**src/rtl/assert_macros.svh**
```systemverilog
// assertion macros shared by the rtl modules
`ifndef ASSERT_MACROS_SVH
`define ASSERT_MACROS_SVH

// checked at every clock edge outside reset
`define KGAS_ASSERT(label, prop, msg) \
    label: assert property (@(posedge i_clk) disable iff (!i_rst_n) prop) else $error(msg);

// checked at every clock edge, reset included
`define KGAS_ASSERT_ALWAYS(label, prop, msg) \
    label: assert property (@(posedge i_clk) prop) else $error(msg);

`endif

```
**src/rtl/kgas_pkg.sv**
```systemverilog
// shared types and constants of the keypoint grid area search
package kgas_pkg;

    localparam int FRAC_W  = 24;
    localparam int PROD_W  = 43;
    localparam int CRD_W   = PROD_W - FRAC_W;
    localparam int POINT_W = 11;
    localparam int PT_W    = 35;

    localparam logic [1:0] FUNC_CLEAR  = 2'd0;
    localparam logic [1:0] FUNC_INSERT = 2'd1;
    localparam logic [1:0] FUNC_QUERY  = 2'd2;

    localparam logic [1:0] ST_OK         = 2'd0;
    localparam logic [1:0] ST_OUTSIDE    = 2'd1;
    localparam logic [1:0] ST_CELL_FULL  = 2'd2;
    localparam logic [1:0] ST_STORE_FULL = 2'd3;

    localparam logic [1:0] CFG_ORIGIN_X = 2'd0;
    localparam logic [1:0] CFG_ORIGIN_Y = 2'd1;
    localparam logic [1:0] CFG_SCALE_X  = 2'd2;
    localparam logic [1:0] CFG_SCALE_Y  = 2'd3;

    localparam logic [23:0] SCALE_RESET = 24'd104858;

    localparam logic signed [PROD_W-1:0] CEIL_BIAS    = PROD_W'(24'hFFFFFF);
    localparam logic signed [PROD_W-1:0] RND_BIAS_POS = PROD_W'(24'h800000);
    localparam logic signed [PROD_W-1:0] RND_BIAS_NEG = PROD_W'(24'h7FFFFF);

    localparam logic [2:0] MS_DX  = 3'd0;
    localparam logic [2:0] MS_DY  = 3'd1;
    localparam logic [2:0] MS_XLO = 3'd2;
    localparam logic [2:0] MS_XHI = 3'd3;
    localparam logic [2:0] MS_YLO = 3'd4;
    localparam logic [2:0] MS_YHI = 3'd5;

    localparam logic [2:0] RS_NONE = 3'd0;
    localparam logic [2:0] RS_CX   = 3'd1;
    localparam logic [2:0] RS_CY   = 3'd2;
    localparam logic [2:0] RS_X0   = 3'd3;
    localparam logic [2:0] RS_X1   = 3'd4;
    localparam logic [2:0] RS_Y0   = 3'd5;
    localparam logic [2:0] RS_Y1   = 3'd6;

    localparam logic [2:0] PK_ZERO      = 3'd0;
    localparam logic [2:0] PK_FULL      = 3'd1;
    localparam logic [2:0] PK_OUTSIDE   = 3'd2;
    localparam logic [2:0] PK_CELL_FULL = 3'd3;
    localparam logic [2:0] PK_OK        = 3'd4;
    localparam logic [2:0] PK_HIT       = 3'd5;

    typedef struct packed {
        logic [1:0]         func;
        logic signed [15:0] pos_x;
        logic signed [15:0] pos_y;
        logic [2:0]         level;
        logic [15:0]        half_width;
        logic [2:0]         level_min;
        logic signed [3:0]  level_max;
    } t_in_word;

    typedef struct packed {
        logic [POINT_W-1:0] point_index;
        logic               found;
        logic [1:0]         status;
        logic               truncated;
        logic               last;
    } t_out_word;

    typedef struct packed {
        logic [1:0]  index;
        logic [23:0] value;
    } t_cfg_word;

    typedef struct packed {
        logic signed [15:0] pos_x;
        logic signed [15:0] pos_y;
        logic [2:0]         level;
    } t_pt_word;

    typedef struct packed {
        logic       load;
        logic       clr_start;
        logic       sweep_step;
        logic       ins_store;
        logic       mul_go;
        logic [2:0] mul_sel;
        logic [2:0] rnd_sel;
        logic       ins_cell_rd;
        logic       ins_file;
        logic       q_init;
        logic       q_cell_rd;
        logic       q_fill_latch;
        logic       q_ent_rd;
        logic       q_pt_rd;
        logic       q_test;
        logic       q_next;
        logic       hit_rd;
        logic       push;
        logic [2:0] push_kind;
    } t_ctl_cmd;

    typedef struct packed {
        logic full;
        logic outside;
        logic cell_full;
        logic span_empty;
        logic ent_done;
        logic last_row;
        logic last_col;
        logic hit_none;
        logic hit_last;
        logic sweep_last;
        logic out_free;
    } t_ctl_stat;

endpackage

```
**src/rtl/kgas_ctrl.sv**
```systemverilog
// controller: sequences clear, insert, query walk and result delivery
`include "assert_macros.svh"
module kgas_ctrl (
    input  logic                i_clk,
    input  logic                i_rst_n,
    input  logic                i_in_valid,
    input  logic [1:0]          i_in_func,
    input  kgas_pkg::t_ctl_stat i_stat,
    output logic                o_in_ready,
    output kgas_pkg::t_ctl_cmd  o_cmd
);
    import kgas_pkg::*;

    localparam logic [4:0] S_IDLE     = 5'd0;
    localparam logic [4:0] S_SWEEP    = 5'd1;
    localparam logic [4:0] S_INS0     = 5'd2;
    localparam logic [4:0] S_INS_MY   = 5'd3;
    localparam logic [4:0] S_INS_RY   = 5'd4;
    localparam logic [4:0] S_INS_CELL = 5'd5;
    localparam logic [4:0] S_INS_FILL = 5'd6;
    localparam logic [4:0] S_Q_M0     = 5'd7;
    localparam logic [4:0] S_Q_M1     = 5'd8;
    localparam logic [4:0] S_Q_M2     = 5'd9;
    localparam logic [4:0] S_Q_M3     = 5'd10;
    localparam logic [4:0] S_Q_M4     = 5'd11;
    localparam logic [4:0] S_Q_CHK    = 5'd12;
    localparam logic [4:0] S_Q_CELL   = 5'd13;
    localparam logic [4:0] S_Q_FILL   = 5'd14;
    localparam logic [4:0] S_Q_ERD    = 5'd15;
    localparam logic [4:0] S_Q_ENT    = 5'd16;
    localparam logic [4:0] S_Q_TEST   = 5'd17;
    localparam logic [4:0] S_Q_NEXT   = 5'd18;
    localparam logic [4:0] S_Q_DONE   = 5'd19;
    localparam logic [4:0] S_EMIT_RD  = 5'd20;
    localparam logic [4:0] S_EMIT     = 5'd21;
    localparam logic [4:0] S_PUSH     = 5'd22;

    logic [4:0] r_state, n_state;
    logic [2:0] r_pk, n_pk;
    logic       r_clr_rsp, n_clr_rsp;

    always_comb begin
        n_state    = r_state;
        n_pk       = r_pk;
        n_clr_rsp  = r_clr_rsp;
        o_cmd      = '0;
        o_in_ready = 1'b0;
        unique case (r_state)
            S_IDLE: begin
                o_in_ready = 1'b1;
                if (i_in_valid) begin
                    o_cmd.load = 1'b1;
                    unique case (i_in_func)
                        FUNC_CLEAR: begin
                            o_cmd.clr_start = 1'b1;
                            n_clr_rsp       = 1'b1;
                            n_state         = S_SWEEP;
                        end
                        FUNC_INSERT: n_state = S_INS0;
                        FUNC_QUERY:  n_state = S_Q_M0;
                        default:     n_state = S_IDLE;
                    endcase
                end
            end
            S_SWEEP: begin
                o_cmd.sweep_step = 1'b1;
                if (i_stat.sweep_last) begin
                    if (r_clr_rsp) begin
                        n_pk    = PK_ZERO;
                        n_state = S_PUSH;
                    end else begin
                        n_state = S_IDLE;
                    end
                end
            end
            S_INS0: begin
                if (i_stat.full) begin
                    n_pk    = PK_FULL;
                    n_state = S_PUSH;
                end else begin
                    o_cmd.ins_store = 1'b1;
                    o_cmd.mul_go    = 1'b1;
                    o_cmd.mul_sel   = MS_DX;
                    n_state         = S_INS_MY;
                end
            end
            S_INS_MY: begin
                o_cmd.mul_go  = 1'b1;
                o_cmd.mul_sel = MS_DY;
                o_cmd.rnd_sel = RS_CX;
                n_state       = S_INS_RY;
            end
            S_INS_RY: begin
                o_cmd.rnd_sel = RS_CY;
                n_state       = S_INS_CELL;
            end
            S_INS_CELL: begin
                if (i_stat.outside) begin
                    n_pk    = PK_OUTSIDE;
                    n_state = S_PUSH;
                end else begin
                    o_cmd.ins_cell_rd = 1'b1;
                    n_state           = S_INS_FILL;
                end
            end
            S_INS_FILL: begin
                if (i_stat.cell_full) begin
                    n_pk = PK_CELL_FULL;
                end else begin
                    o_cmd.ins_file = 1'b1;
                    n_pk           = PK_OK;
                end
                n_state = S_PUSH;
            end
            S_Q_M0: begin
                o_cmd.mul_go  = 1'b1;
                o_cmd.mul_sel = MS_XLO;
                n_state       = S_Q_M1;
            end
            S_Q_M1: begin
                o_cmd.mul_go  = 1'b1;
                o_cmd.mul_sel = MS_XHI;
                o_cmd.rnd_sel = RS_X0;
                n_state       = S_Q_M2;
            end
            S_Q_M2: begin
                o_cmd.mul_go  = 1'b1;
                o_cmd.mul_sel = MS_YLO;
                o_cmd.rnd_sel = RS_X1;
                n_state       = S_Q_M3;
            end
            S_Q_M3: begin
                o_cmd.mul_go  = 1'b1;
                o_cmd.mul_sel = MS_YHI;
                o_cmd.rnd_sel = RS_Y0;
                n_state       = S_Q_M4;
            end
            S_Q_M4: begin
                o_cmd.rnd_sel = RS_Y1;
                n_state       = S_Q_CHK;
            end
            S_Q_CHK: begin
                o_cmd.q_init = 1'b1;
                n_state      = i_stat.span_empty ? S_Q_DONE : S_Q_CELL;
            end
            S_Q_CELL: begin
                o_cmd.q_cell_rd = 1'b1;
                n_state         = S_Q_FILL;
            end
            S_Q_FILL: begin
                o_cmd.q_fill_latch = 1'b1;
                n_state            = S_Q_ERD;
            end
            S_Q_ERD: begin
                if (i_stat.ent_done) begin
                    n_state = S_Q_NEXT;
                end else begin
                    o_cmd.q_ent_rd = 1'b1;
                    n_state        = S_Q_ENT;
                end
            end
            S_Q_ENT: begin
                o_cmd.q_pt_rd = 1'b1;
                n_state       = S_Q_TEST;
            end
            S_Q_TEST: begin
                o_cmd.q_test = 1'b1;
                n_state      = S_Q_ERD;
            end
            S_Q_NEXT: begin
                if (i_stat.last_row && i_stat.last_col) begin
                    n_state = S_Q_DONE;
                end else begin
                    o_cmd.q_next = 1'b1;
                    n_state      = S_Q_CELL;
                end
            end
            S_Q_DONE: begin
                if (i_stat.hit_none) begin
                    n_pk    = PK_ZERO;
                    n_state = S_PUSH;
                end else begin
                    n_state = S_EMIT_RD;
                end
            end
            S_EMIT_RD: begin
                o_cmd.hit_rd = 1'b1;
                n_state      = S_EMIT;
            end
            S_EMIT: begin
                if (i_stat.out_free) begin
                    o_cmd.push      = 1'b1;
                    o_cmd.push_kind = PK_HIT;
                    n_state         = i_stat.hit_last ? S_IDLE : S_EMIT_RD;
                end
            end
            S_PUSH: begin
                if (i_stat.out_free) begin
                    o_cmd.push      = 1'b1;
                    o_cmd.push_kind = r_pk;
                    n_state         = S_IDLE;
                end
            end
            default: n_state = S_IDLE;
        endcase
    end

    always_ff @(posedge i_clk) begin
        if (!i_rst_n) begin
            r_state   <= S_SWEEP;
            r_pk      <= PK_ZERO;
            r_clr_rsp <= 1'b0;
        end else begin
            r_state   <= n_state;
            r_pk      <= n_pk;
            r_clr_rsp <= n_clr_rsp;
        end
    end

    `KGAS_ASSERT_ALWAYS(a_reset_sweep, !i_rst_n |=> r_state == S_SWEEP, "no clearing pass after reset")
    `KGAS_ASSERT(a_push_free, o_cmd.push |-> i_stat.out_free, "word pushed over a waiting word")
    `KGAS_ASSERT(a_test_after_read, o_cmd.q_test |-> $past(o_cmd.q_pt_rd), "point tested without read")
endmodule

```
**config.mk**
```make
export PLATFORM = sky130hd
export DESIGN_NAME = kgas_ctrl
export DESIGN_NICKNAME = d
export VERILOG_FILES = /design/src/rtl/kgas_pkg.sv /design/src/rtl/kgas_ctrl.sv
export VERILOG_INCLUDE_DIRS = /design/src /design/src/rtl
export SDC_FILE = /design/constraint.sdc
export NUM_CORES = 1
export LEC_CHECK = 0
export ABC_AREA = 1
export BUFFER_PORTS_ARGS = -buffer_cell sky130_fd_sc_hd__buf_4
export CAP_MARGIN = 20
export CORE_MARGIN = 5
export CORE_UTILIZATION = 25
export CTS_CLUSTER_SIZE = 25
export DETAILED_ROUTE_END_ITERATION = 8
export SKIP_LAST_GASP = 1
export SLEW_MARGIN = 20
export SYNTH_ARGS = -nofsm -noshare
export SYNTH_HDL_FRONTEND = slang
export SYNTH_SLANG_ARGS = --single-unit
```
**constraint.sdc**
```tcl
create_clock -name i_clk -period 1.23 [get_ports i_clk]
set_input_delay 0.246 -clock i_clk [delete_from_list [all_inputs] [get_ports i_clk]]
set_output_delay 0.246 -clock i_clk [all_outputs]
set_load 0.02 [all_outputs]
```
==> results of run 1 <==
logic make-up (layout without fill, tap and decap cells):
kind of cell,count (synthesis),in the layout,synth area share
AO/OA/AOI/OAI,20,20,0.109
adder cells (fa/ha/maj),3,3,0.0377
buffers and inverters,37,149,0.148
flip-flops,9,9,0.181
AND/OR/NAND/NOR,117,117,0.523
cell type report:
cell class / count / area, µm² / share of cell area
flip-flops and latches: 9 / 199 / 0.0802
multi-input cells: 140 / 1050 / 0.425
repair buffers: 110 / 965 / 0.389
inverters: 35 / 154 / 0.0620
clock inverters: 1 / 5.00 / 0.00202
clock buffers: 3 / 41.3 / 0.0166
well taps: 50 / 62.6 / 0.0252
timing repair:
action | in CTS | in global routing
gates resized for setup | 107 | 26
setup buffers | 24 | 8
pin swaps | 26 | 24
setup endpoints to repair | 35 | 35
worst paths after layout:
path | endpoint | from | slack (ns) | depth (start not counted)
setup / recovery | o_cmd[4] | r_state[1]$_SDFFE_PN0P_ | -0.49 | 6
hold / removal | r_state[4]$_SDFFE_PN0P_ | i_stat[0] | 0.36 | 4
setup reg to reg | r_state[2]$_SDFFE_PN0P_ | r_state[0]$_SDFFE_PN1P_ | -0.38 | 10
hold reg to reg | r_pk[1]$_SDFFE_PN0P_ | r_pk[1]$_SDFFE_PN0P_ | 0.47 | 2
flip-flops by register name, summed over array words and instances (netlist names):
register   flops
r_pk           3
r_state        5
r_clr_rsp      1
cell usage in the layout, fill, tap and decap left out, types with 4 or more instances in the layout:
cell type / instances
nor2_4: 16
a21oi_2: 4
inv_2: 10
nand2_2: 14
nand2_1: 28
buf_6: 37
nand3_2: 4
dfxtp_4: 5
nand3_4: 7
nand2_4: 6
dfxtp_1: 4
buf_4: 73
nor2_1: 14
nor2_2: 8
nand3_1: 11
nand4_1: 5
inv_1: 18
o21ai_2: 5
power by group:
group	switching, mW	internal, mW
Combinational	1.86	1.67
Clock	0.148	0.223
Sequential	0.143	0.378
worst max-delay path, delay by kind of cell (launching register included):
| kind | cells | cell delay (ns) |
|---|---|---|
| buffers and inverters | 4 | 0.53 |
| DFF | 1 | 0.38 |
| and+or+nand+nor | 2 | 0.31 |
routing by layer:
layer / GRT usage / wire (µm) / vias up
li1: - / - / 822
met1: 0.207 / 1960 / 802
met2: 0.323 / 2840 / 73
met3: 0.0331 / 314 / 27
met4: 0.105 / 265 / 0
met5: 0 / 0 / -
stage by stage:
stage / cell area [µm²] / utilization / hold WS (ns) / power [mW] / TNS [ns]
2_1_floorplan: 1090 / - / 0.430 / 1.64 / -1.01
3_3_place_gp: 1730 / 0.442 / 0.456 / 2.68 / -5.42
3_5_place_dp: 1730 / 0.442 / 0.454 / 2.68 / -5.33
4_1_cts: 2320 / 0.593 / 0.333 / 3.91 / -9.98
5_1_grt: 2480 / 0.634 / 0.387 / 4.64 / -14.20
6_report: 2480 / 0.634 / 0.364 / 4.42 / -12.38
==> results.md, run 1 <==
- Outcome: finished, violations left
- Number of distinct library cells after synthesis: 22
- Crit path max fanout: 5
- Worst slew pin tran: between 0.3 and 0.4 ns
- Cells after synthesis: approximately 190
- Worst path arrival time: between 1 and 1.5 ns
- Top cells by area, synth: dfxtp_1 (18%), nand2_1 (17%), nor2_1 (12%), inv_1 (12%), nand3_1 (11%)
- Max cap viols: 0
- Total CTS buffers: 3
- Mean Syn Cell Area: approximately 5.3 µm²
- HP Class: input pin to flop
- CTS Buffer Depth: 2
- Maximum vdd drop: between 1 and 1.5 mV
- Area Growth Syn to Fin: 149%
- Most common cell in the netlist: nand2_1
- CP max stage cell: dfxtp_4
- Tcrit/Tclk final: 1.40
- Residual DRC: 0
- Core area: 3910 µm²
- Top-area cell type share of the netlist area: 0.181
- Crit. End Element: primary output
- CTS clk-pin slew, worst paths: 0.05 ns
- Final Non-Filler Cells: ~350
- Critical path class: flop to primary output
- Routed vias: approximately 1700
- Crit path top cell by count: buf_6
- Synth Net Count: a little over 200
- Number of enable flip-flop cells after synthesis: 0
- First drt pass iteration count: 4
- Warnings, synthesis: 0
- Routed len/inst: about 15 µm
- Worst-Skew Late Latency: 0.25 ns
- RSZ-0062 raised after global routing: true
- Fin nets: between 300 and 400
- Vias/cell: roughly 5.0
- Worst path max stage delay: roughly 0.38 ns
- # IOs: 42
- Relative slew margins: 0.776
- Leakage: 1.30 nW
- Largest net degree at the start of global routing: 10
- Finish-stage setup viols: 35
- Die extent in x: between 70 and 80 µm
- Site Rows: 23
- Worst Slack Setup Final: -0.487 ns
- H-tree depth: 1
- Die Y: approximately 73 µm
- Required @ worst endpoint: 0.98 ns
- Final Hold Viols: 0
- Post-synth top cells: nand2_1 (46), nor2_1 (33), inv_1 (32)
- Async SR Flop Fraction: 0
- Synth Flop Type: dfxtp_1
- Post-route ant nets: 0
- Vias in the first global route: around 1600
- Clk root buf: clkbuf_8
- Startpoint class of the critical path: flop
- Dpl cells: between 300 and 400
- Worst Clk Skew: slightly below 0.005 ns
- Pre-CTS setup slack: -0.266 ns
- IO buf count: between 40 and 50
- CTS Sinks: 9
- Sequential area share after synthesis: 0.181
- Placer Congestion: 0.923
- Total gr overflow: 0
- Pwr dens: 1780 nW/µm²
- Max Slew Vio Count: 0
- Fillers: 328
- Antenna cells: 0
- Failing checks: setup timing
- Cell taking the most area after synthesis: dfxtp_1
- Worst path cell trace: buf_6 -> nor2_4 -> buf_4 -> nand3_2 -> inv_2 -> buf_6
- Full die area: ~5300 µm²
- Starting density of the core: 0.254
- WL final: roughly 5400 µm
- Hold buffer count at cts: 0
- Hpwl dp: about 3200 µm
- Global-route wire length before repair: about 7500 µm
- Synthesized area: about 1000 µm²
- Fin crit period: ~1.7 ns
- Fmax: 582 MHz
- Yosys reg bits: 9
- Overall routing resource usage: 0.184
- CTS tree: yes
- Initial DRC count: 92
- Initial antenna violation count: 0
- Share of cells above drive strength 1: 0.685
No activity file was read; power rests on OpenSTA's default activity.
==> inputs of run 2 (changes only) <==
--- a/config.mk
+++ b/config.mk
@@ -7,12 +7,13 @@
 export NUM_CORES = 1
 export LEC_CHECK = 0
 export ABC_AREA = 1
-export BUFFER_PORTS_ARGS = -buffer_cell sky130_fd_sc_hd__buf_4
 export CAP_MARGIN = 20
 export CORE_MARGIN = 5
 export CORE_UTILIZATION = 25
+export CTS_CLUSTER_DIAMETER = 100
 export CTS_CLUSTER_SIZE = 25
 export DETAILED_ROUTE_END_ITERATION = 8
+export DONT_BUFFER_PORTS = 1
 export SKIP_LAST_GASP = 1
 export SLEW_MARGIN = 20
 export SYNTH_ARGS = -nofsm -noshare
==> run 2 against run 1 <==
Net effect:
- the run still ends with setup timing left
- non-clock buffer count shrank 37
- global-route usage fell by 2.0 points
- combinational power rose by 8.2%
==> results.md, run 2 (synthesis gave the netlist of run 1 again) <==
- Fillers: 342 (+4.3%)
- Final Non-Filler Cells: 311 (-11%)
- Top flop regs: r_state: 5 flops, r_pk: 3 flops, r_clr_rsp: 1 flops
- Initial antenna violation count: 0 (unchanged)
- Worst path max stage delay: 0.36 ns (-0.02 ns)
- Largest register FFs: 5 (unchanged)
- Final Hold Viols: 0 (unchanged)
- Die Y: 73.1 µm (unchanged)
- Worst Clk Skew: 0.000809 ns (-0.00411 ns)
- CTS Sinks: 9 (unchanged)
- WL final: 5470 µm (+1.7%)
- Sequential power share: 0.110 (-0.008)
- Worst-Skew Late Latency: 0.23 ns (-0.02 ns)
- H-tree depth: 1 (unchanged)
- First drt pass iteration count: 4 (unchanged)
- RSZ-0062 raised after global routing: true
- Clk root buf: clkbuf_8
- Vias/cell: 5.21 (+5.2%)
- Reg with most FFs: r_state
- Core area: 3910 µm² (unchanged)
- Routed len/inst: 17.6 µm (+14%)
- Total gr overflow: 0 (unchanged)
- CTS Buffer Depth: 2 (unchanged)
- Max Slew Vio Count: 0 (unchanged)
- Leakage: 1.15 nW (-12%)
- Placer Congestion: 0.924 (+0.11%)
- Critical path class: flop to primary output
- P_sw: 2.26 mW (+4.9%)
- Antenna cells: 0 (unchanged)
- Hpwl dp: 2960 µm (-7.9%)
- Worst slew pin tran: 0.353 ns (+0.0190 ns)
- Dpl cells: 276 (-12%)
- Starting density of the core: 0.254 (unchanged)
- Overall routing resource usage: 0.164 (-0.0198)
- Fin crit period: 1.63 ns (-0.0836 ns)
- Worst Slack Setup Final: -0.403 ns (+0.0836 ns)
- Hold buffer count at cts: 0 (unchanged)
- Most frequent cells in the layout: buf_4 (40), buf_6 (28), nand2_1 (24), inv_1 (17), nor2_4 (17)
- Share of cells above drive strength 1: 0.674 (-0.0102)
- Comb pwr share: 0.816 (+0.018)
- Fmax: 612 MHz (+5.1%)
- Maximum vdd drop: 1.06 mV (+3.1%)
- Reg area: 199 µm² (unchanged)
- Crit path max fanout: 5 (unchanged)
- Global-route wire length before repair: 6860 µm (-9.1%)
- Pre-CTS setup slack: -0.305 ns (-0.0395 ns)
- Clock network power share: 0.074 (-0.010)
- Pwr dens: 2030 nW/µm² (+14%)
- IO buf count: 0 (-100%)
- # IOs: 42 (unchanged)
- Switching part of the total: 0.482 (-0.00444)
- Residual DRC: 0 (unchanged)
- Full die area: 5340 µm² (unchanged)
- Fin nets: 281 (-12%)
- Max cap viols: 0 (unchanged)
- Vias in the first global route: 1490 (-8.0%)
- HP Class: input pin to flop
- Internal: 2.42 mW (+6.7%)
- Crit. End Element: primary output
- Total CTS buffers: 3 (unchanged)
- Finish-stage setup viols: 35 (unchanged)
- Relative slew margins: 0.762 (-0.0138)
- Routed vias: 1621 (-6.0%)
- Die extent in x: 73.1 µm (unchanged)
- Tcrit/Tclk final: 1.33 (-0.0679)
- Largest net degree at the start of global routing: 10 (unchanged)
- Post-route ant nets: 0 (unchanged)
- Area Growth Syn to Fin: 132%
- Required @ worst endpoint: 0.98 ns (about the same)
- CP max stage cell: dfxtp_4
- Outcome: finished, violations left
- Failing checks: setup timing
- Area taken by multi-input logic gates: 1130 µm² (+7.4%)
- Startpoint class of the critical path: flop
- Site Rows: 23 (unchanged)
- CTS clk-pin slew, worst paths: 0.05 ns (about the same)
- Worst path cell trace: buf_6 -> nor2_4 -> nand3_1 -> inv_2 -> buf_4
- Initial DRC count: 86 (-6.5%)
- CTS tree: yes
- Worst path arrival time: 1.39 ns (-0.08 ns)
- Commonest non-fill, non-tap cell in the layout: buf_4
## run 2: final timing paths
kind / slack, ns / startpoint / to / cells past startpoint
max reg2reg: -0.40 / r_state[3]$_SDFFE_PN0P_ / r_state[1]$_SDFFE_PN0P_ / 10
max: -0.40 / r_state[1]$_SDFFE_PN0P_ / o_cmd[4] / 5
min: 0.19 / i_stat[8] / r_pk[2]$_SDFFE_PN0P_ / 3
min reg2reg: 0.47 / r_pk[1]$_SDFFE_PN0P_ / r_pk[1]$_SDFFE_PN0P_ / 2
## run 2: metrics by stage
step	utilization	hold slack, ns	cell area (µm²)	power (mW)	TNS (ns)
after CTS	0.483	0.205	1890	3.76	-8.63
after floorplan	-	0.430	1090	1.64	-1.01
after detailed placement	0.371	0.443	1450	2.54	-4.78
after global routing	0.589	0.206	2300	4.92	-12.29
final	0.589	0.194	2300	4.68	-10.54
after global placement	0.371	0.447	1450	2.54	-4.27
## run 2: cell type report
cell class | instances | area share
multi-input combinational | 140 | 0.492
sequential | 9 | 0.0864
timing repair buffer | 73 | 0.309
clock buffer | 4 | 0.0196
tap | 50 | 0.0272
inverter | 35 | 0.0668
## run 2: repair_timing
item,CTS,global route
buffers inserted,24,9
cloned,0,0
endpoints found under the setup margin,35,35
resized for setup,59,86
pin swaps,17,36
## run 2: worst max-delay path: cells and delay by family (launching register included)
| family | cells | cell delay [ns] |
|---|---|---|
| and+or+nand+nor | 2 | 0.41 |
| DFF | 1 | 0.36 |
| buffers and inverters | 3 | 0.39 |
## run 2: per-layer routing
layer,wire length [µm],up-vias,global-route usage,part of all wire
met1,2050,767,0.186,0.38
met5,0,-,0,0
met4,274,0,0.0881,0.050
met2,2850,79,0.294,0.52
met3,291,25,0.0220,0.053
li1,-,750,-,-
## run 2: power groups by stage
stage               registers [mW]  logic, mW  clock network [mW]
finish                       0.513       3.82               0.348
global route                 0.515       4.03               0.376
CTS                          0.466       2.94               0.351
detailed placement           0.423       2.12                   0
global placement             0.419       2.12                   0
floorplan                    0.412       1.23                   0
